<file path="src/sv/wrmv_pkg.sv">
// Shared types and constants of the weighted running mean and variance table.
// Holds the operation, register and job codes, the controller states and the
// command and status structs that join the controller and the datapath.
package wrmv_pkg;

    // Default sizes of the cell map and of the slot table.
    localparam int K_DEF_NUM_CELLS = 65536;
    localparam int K_DEF_NUM_SLOTS = 4096;

    // The shared multiply/divide unit takes one bit per cycle.
    localparam int K_MD_STEPS = 48;
    localparam int K_CNT_W    = 6;

    // Register reset values and the default weight of 1.0 in Q8.16.
    localparam logic [23:0] K_RST_LOW_ID  = 24'd119995;
    localparam logic [23:0] K_RST_HIGH_ID = 24'd119996;
    localparam logic [23:0] K_RST_LOW_W   = 24'd2612304;
    localparam logic [23:0] K_RST_HIGH_W  = 24'd9052;
    localparam logic [23:0] K_ONE_WEIGHT  = 24'd65536;

    localparam logic [39:0] K_MAX40 = '1;
    localparam logic [47:0] K_MAX48 = '1;

    // Map entry: valid bit and slot. Slot word: weight sum, mean, shift, variance.
    localparam int K_MAP_W  = 13;
    localparam int K_WORD_W = 152;

    typedef enum logic [1:0] {
        OP_LOAD = 2'd0,
        OP_ADD  = 2'd1,
        OP_READ = 2'd2,
        OP_NONE = 2'd3
    } t_op;

    typedef enum logic [1:0] {
        REG_LOW_ID  = 2'd0,
        REG_HIGH_ID = 2'd1,
        REG_LOW_W   = 2'd2,
        REG_HIGH_W  = 2'd3
    } t_reg;

    typedef enum logic [1:0] {
        MD_IDLE,
        MD_MUL,
        MD_DIV
    } t_md_phase;

    // Jobs of the shared unit during an add, in the order they run.
    typedef enum logic [2:0] {
        JOB_T1,
        JOB_GE,
        JOB_GS,
        JOB_H,
        JOB_GH
    } t_job;

    typedef enum logic [1:0] {
        RES_FAIL,
        RES_ZERO,
        RES_SLOT
    } t_res;

    typedef enum logic [3:0] {
        S_CLEAR,
        S_IDLE,
        S_DISP,
        S_MAPCHK,
        S_SLOTRD,
        S_SETUP,
        S_START,
        S_WAIT,
        S_FINAL,
        S_RDDATA,
        S_RES
    } t_state;

    typedef struct packed {
        logic item_load;
        logic map_we;
        logic rd_from_map;
        logic slot_load;
        logic setup;
        logic md_start;
        t_job job;
        logic md_capture;
        logic finalize;
        logic slot_we;
        logic slot_clr;
        logic res_load;
        t_res res_kind;
        logic clr_step;
    } t_dp_cmd;

    typedef struct packed {
        t_op  op;
        logic cell_bad;
        logic slot_bad;
        logic item_slot_valid;
        logic map_hit;
        logic w_zero;
        logic md_done;
        logic out_free;
        logic clr_last;
    } t_dp_status;

endpackage

</file>
<file path="src/sv/wrmv_ctrl.sv">
// Controller state machine: sequences clearing, loads, reads and the add jobs
// on the shared unit. Uses wrmv_pkg for states, codes and command/status structs.
module wrmv_ctrl (
    input  logic                 i_clk,
    input  logic                 i_rst_n,
    input  logic                 i_in_valid,
    output logic                 o_in_ready,
    input  wrmv_pkg::t_dp_status i_status,
    output wrmv_pkg::t_dp_cmd    o_cmd
);
    import wrmv_pkg::*;

    t_state r_state, n_state;
    t_res   r_kind, n_kind;
    t_job   r_job, n_job;

    // State, result kind and current job.
    always_ff @(posedge i_clk) begin
        if (!i_rst_n) begin
            r_state <= S_CLEAR;
            r_kind  <= RES_FAIL;
            r_job   <= JOB_T1;
        end else begin
            r_state <= n_state;
            r_kind  <= n_kind;
            r_job   <= n_job;
        end
    end

    // Next state and commands.
    always_comb begin
        n_state    = r_state;
        n_kind     = r_kind;
        n_job      = r_job;
        o_in_ready = 1'b0;
        o_cmd      = '0;
        o_cmd.job  = r_job;
        case (r_state)
            S_CLEAR: begin
                o_cmd.clr_step = 1'b1;
                if (i_status.clr_last) begin
                    n_state = S_IDLE;
                end
            end
            S_IDLE: begin
                o_in_ready = 1'b1;
                if (i_in_valid) begin
                    o_cmd.item_load = 1'b1;
                    n_state = S_DISP;
                end
            end
            S_DISP: begin
                case (i_status.op)
                    OP_LOAD: begin
                        if (i_status.cell_bad ||
                            (i_status.item_slot_valid && i_status.slot_bad)) begin
                            n_kind = RES_FAIL;
                        end else begin
                            o_cmd.map_we = 1'b1;
                            n_kind = RES_ZERO;
                        end
                        n_state = S_RES;
                    end
                    OP_ADD: begin
                        n_state = S_MAPCHK;
                    end
                    OP_READ: begin
                        if (i_status.slot_bad) begin
                            n_kind  = RES_FAIL;
                            n_state = S_RES;
                        end else begin
                            n_state = S_RDDATA;
                        end
                    end
                    default: begin
                        n_kind  = RES_FAIL;
                        n_state = S_RES;
                    end
                endcase
            end
            S_MAPCHK: begin
                if (i_status.cell_bad || !i_status.map_hit) begin
                    n_kind  = RES_FAIL;
                    n_state = S_RES;
                end else begin
                    o_cmd.rd_from_map = 1'b1;
                    n_state = S_SLOTRD;
                end
            end
            S_SLOTRD: begin
                o_cmd.slot_load = 1'b1;
                n_state = S_SETUP;
            end
            S_SETUP: begin
                o_cmd.setup = 1'b1;
                if (i_status.w_zero) begin
                    n_kind  = RES_SLOT;
                    n_state = S_RES;
                end else begin
                    n_job   = JOB_T1;
                    n_state = S_START;
                end
            end
            S_START: begin
                o_cmd.md_start = 1'b1;
                n_state = S_WAIT;
            end
            S_WAIT: begin
                if (i_status.md_done) begin
                    o_cmd.md_capture = 1'b1;
                    n_state = S_START;
                    case (r_job)
                        JOB_T1: n_job = JOB_GE;
                        JOB_GE: n_job = JOB_GS;
                        JOB_GS: n_job = JOB_H;
                        JOB_H:  n_job = JOB_GH;
                        default: n_state = S_FINAL;
                    endcase
                end
            end
            S_FINAL: begin
                o_cmd.finalize = 1'b1;
                o_cmd.slot_we  = 1'b1;
                n_kind  = RES_SLOT;
                n_state = S_RES;
            end
            S_RDDATA: begin
                o_cmd.slot_load = 1'b1;
                o_cmd.slot_we   = 1'b1;
                o_cmd.slot_clr  = 1'b1;
                n_kind  = RES_SLOT;
                n_state = S_RES;
            end
            S_RES: begin
                if (i_status.out_free) begin
                    o_cmd.res_load = 1'b1;
                    o_cmd.res_kind = r_kind;
                    n_state = S_IDLE;
                end
            end
            default: begin
                n_state = S_IDLE;
            end
        endcase
    end

    a_res_when_free: assert property (@(posedge i_clk) disable iff (!i_rst_n)
        o_cmd.res_load |-> i_status.out_free)
        else $error("Result loaded over one not yet transferred.");

    a_wait_after_start: assert property (@(posedge i_clk) disable iff (!i_rst_n)
        o_cmd.md_start |=> r_state == S_WAIT && !i_status.md_done)
        else $error("Shared unit finished right after its start.");

endmodule

</file>
<file path="config.mk">
export PLATFORM = sky130hd
export DESIGN_NAME = wrmv_ctrl
export DESIGN_NICKNAME = d
export VERILOG_FILES = /design/src/sv/wrmv_pkg.sv /design/src/sv/wrmv_ctrl.sv
export SDC_FILE = /design/constraint.sdc
export NUM_CORES = 1
export LEC_CHECK = 0
export BUFFER_PORTS_ARGS = -buffer_cell sky130_fd_sc_hd__buf_2
export CAP_MARGIN = 20
export CORE_UTILIZATION = 30
export CTS_BUF_LIST = sky130_fd_sc_hd__clkbuf_16
export CTS_CLUSTER_DIAMETER = 120
export DETAILED_ROUTE_END_ITERATION = 8
export PLACE_DENSITY = 0.53
export SYNTH_ARGS = -nofsm -noshare
export SYNTH_HDL_FRONTEND = slang
export SYNTH_SLANG_ARGS = --single-unit
</file>
<file path="constraint.sdc">
create_clock -name i_clk -period 1.7 [get_ports i_clk]
set_input_delay 0.51 -clock i_clk [delete_from_list [all_inputs] [get_ports i_clk]]
set_output_delay 0.51 -clock i_clk [all_outputs]
set_load 0.02 [all_outputs]
</file>
==> results.py <==
metrics = {
    "outcome": {
        "violations": "setup timing",
        "outcome": "finished with violations",
    },
    "power_and_ir_drop": {
        "switchingPower_uw": 237,
        "cell_internal_pwr_uw": 636,
        "power.density_nw_per_um2": 482,
        "pwr-share-comb_pct": 25.2,
        "p_sw_share_pct": 27.2,
        "p_leak_nw": 0.796,
        "vdd_drop_max_v": 0.000856,
        "pwr-share-clk_pct": 49.4,
        "p_seq_share_pct": 25.4,
    },
    "layout": {
        "area_delta_synth_final_pct": 108,
        "nNetsFinal": 207,
        "final_area_sq_um": 1810,
        "ff_latch_area_sq_um": 190,
        "drive_gt1_share_pct": 63.0,
        "multi_input_area_sq_um": 807,
        "nFillCells": 209,
        "n_antenna_cell": 0,
        "stdcell_count": 220,
    },
    "place": {
        "placed_cells": 190,
        "pre_cts_ws_ns": -0.132,
        "io_buffers": 30,
        "routabilityCongestion": 0.809,
        "place_hpwl_microns": 1930,
        "placed_area_sq_um": 1150,
    },
    "clock_network": {
        "clockRootBuffer": "clkbuf_16",
        "cts_inserted_buffers": 3,
        "insertion_delay_ns": 0.24,
        "cts_max_level": 1,
        "clockBufferDepth": 2,
        "path_clk_slew_ns": 0.04,
        "cts.sinks": 9,
        "cts_hold_buffers": 0,
        "cts_tree": "built",
    },
    "floorplanning": {
        "fp.dieW_microns": 55.8,
        "fp.dieArea_sq_um": 3120,
        "num_rows": 19,
        "ioPinCount": 31,
        "fp.dieH_microns": 55.8,
        "core_area_sq_um": 2760,
        "initial_core_util_pct": 31.5,
    },
    "timing": {
        "worst_pin_slew_ns": 0.389,
        "post-route-period-util_pct": 107,
        "fin_hold_ws_ns": 0.492,
        "finalSetupViolCount": 12,
        "hold_viol_final": 0,
        "slew_viol_final": 0,
        "fin_skew_ns": 0.00282,
        "rsz0062_at_grt": "true",
        "postLayoutSetupSlackWorst_ns": -0.112,
        "max_freq_ghz": 0.552,
        "max_slew_margin_pct": 74.0,
        "min_period_ns": 1.81,
    },
    "detailed_routing": {
        "ant_nets": 0,
        "totalWireLength_microns": 3500,
        "drtIter0Drc": 53,
        "via_per_inst": 5.34,
        "drc": 0,
        "first_pass_iters": 4,
        "wl_per_cell_microns": 15.9,
        "num_vias": 1174,
    },
    "setup_path": {
        "criticalPathCategory": "register to primary output",
        "r2r_slack_ns": -0.04,
        "cp.buffers_inverters": 2,
        "critPathTopFamily": "simple AND/OR/NAND/NOR gates",
        "r2r_cells": 6,
        "cp_slowest_cell": "dfxtp_2",
        "crit_arrival_ns": 1.30,
        "worstPathRequired_ns": 1.19,
        "worst_setup_path_end_kind": "primary output",
        "r2r_start": "r_state[2]",
        "start_kind": "register",
        "worstSetupPathDepth": 4,
        "timing.rr.end": "r_state[0]",
        "slowest_delay_ns": 0.33,
        "cp_cell_sequence": "buf_8, nand3b_1, nor2_2, buf_6",
        "cp_max_fo": 8,
        "worstSetupStartpoint": "r_state[3]",
        "crit_end": "o_cmd[12]",
    },
    "worst_hold_path": {
        "hold_path_startpoint": "i_rst_n",
        "min_path_type": "primary input to register",
    },
    "grt": {
        "grt_overflow": 0,
        "grt_usage_pct": 21.6,
        "grt_max_degree": 19,
        "grt_pass1_wl_microns": 5240,
        "grt_pass1_vias": 1107,
        "grt_antenna_before_repair": 0,
    },
    "yosys": {
        "ys_ff_latch": 9,
        "async_reset_ff_share_pct": 0,
        "ys_warn_count": 0,
        "synth_cell_types": 43,
        "ys.flop_type": "dfxtp_1",
        "synthCells": 119,
        "synth_area_sq_um": 870,
        "yosysSeqAreaShare_pct": 20.7,
        "syn-num-nets": 136,
        "synth_edf_count": 0,
        "synth.avg_cell_area_sq_um": 7.31,
    },
    "run": {
        "maxCapViolations": 0,
    },
}
[synth_stat cells (2+ instances only)]
cell / n / area, sq um
a21oi_1: 9 / 45.0
a31oi_1: 2 / 12.5
and2_1: 5 / 31.3
and3_1: 2 / 12.5
buf_2: 2 / 10.0
buf_4: 3 / 22.5
dfxtp_1: 9 / 180
ha_1: 4 / 50.1
inv_1: 6 / 22.5
inv_2: 2 / 7.51
mux2i_1: 3 / 30.0
nand2_1: 9 / 33.8
nand2b_1: 4 / 25.0
nand3_1: 3 / 15.0
nand3b_1: 2 / 15.0
nor2_1: 11 / 41.3
nor2_2: 2 / 12.5
nor2b_1: 3 / 18.8
nor3_1: 4 / 20.0
o211ai_1: 2 / 15.0
o21ai_0: 4 / 20.0
o21ai_1: 5 / 25.0
o21ai_2: 2 / 17.5
or3_1: 2 / 12.5
[cells in the final DEF (no fill, tap or decap), types with 5 or more instances in the layout]
cell / synthesis / layout
a21oi_1: 9 / 9
o21ai_1: 5 / 5
buf_2: 2 / 13
dfxtp_1: 9 / 5
nor2_4: 0 / 5
nand2_1: 9 / 8
and2_4: 0 / 5
nor2_1: 11 / 7
buf_6: 0 / 20
buf_4: 3 / 33
[layout make-up]
type / instances / area share (%)
Tap cell: 31 / 2.14
Sequential cell: 9 / 10.5
Inverter: 8 / 2.07
Clock inverter: 1 / 0.207
Timing Repair Buffer: 72 / 36.4
Multi-Input combinational cell: 96 / 44.5
Clock buffer: 3 / 4.14
[state kept, by name, indices dropped and copies added, names as in the netlist]
register and flops:
r_state 4, r_job 3, r_kind 2
[how the worst min path moves through the flow]
stage / endpoint / slack (ns) / cells past startpoint
CTS: r_kind[1] / 0.48 / 2
floorplan: r_kind[0] / 0.45 / 2
global placement: r_kind[1] / 0.46 / 2
detailed placement: r_kind[1] / 0.47 / 2
global route: r_kind[0] / 0.51 / 2
finish: r_state[3] / 0.49 / 3
[stage by stage]
stage	setup TNS [ns]	util, %	power, mW
floorplan	-0.144	-	0.299
global placement	-0.241	41.9	0.355
detailed placement	-0.458	41.9	0.357
CTS	-0.676	60.3	0.842
global route	-1.49	65.7	0.905
finish	-0.860	65.7	0.873
[tightest hold or removal path: stages]
cell	delay, ns
buf_2	0.11
o21ai_2	0.04
a31oi_1	0.03
[routing by layer]
metal  global-route usage (%)  up-vias  share of wire (%)
li1                         -      572                  -
met1                     29.2      544                 42
met2                     34.9       46                 50
met3                     3.02       12                4.8
met4                     8.36        0                3.3
met5                        0        -                  0
[power groups by stage]
stage	registers (mW)	clock network (mW)	logic (mW)
floorplan	0.223	0	0.0766
CTS	0.222	0.423	0.197
finish	0.222	0.431	0.220
global placement	0.223	0	0.133
detailed placement	0.223	0	0.134
global route	0.223	0.447	0.236
[repair_timing]
action | CTS | global route
gates cloned | 1 | 0
pin swaps | 15 | 19
gates resized for setup | 73 | 23
buffers inserted | 17 | 8
setup endpoints to repair | 16 | 20
[cell families (layout without fill, tap and decap cells)]
family          Yosys count  after routing  share of synthesized area [%]
mux                       3              3                           3.45
simple gates             54             54                           33.0
fa+ha+maj                 4              4                           5.76
compound gates           35             35                           29.5
flops                     9              9                           20.7
buf+inv                  14             84                           7.63
Power figures use the tool's default switching activity.
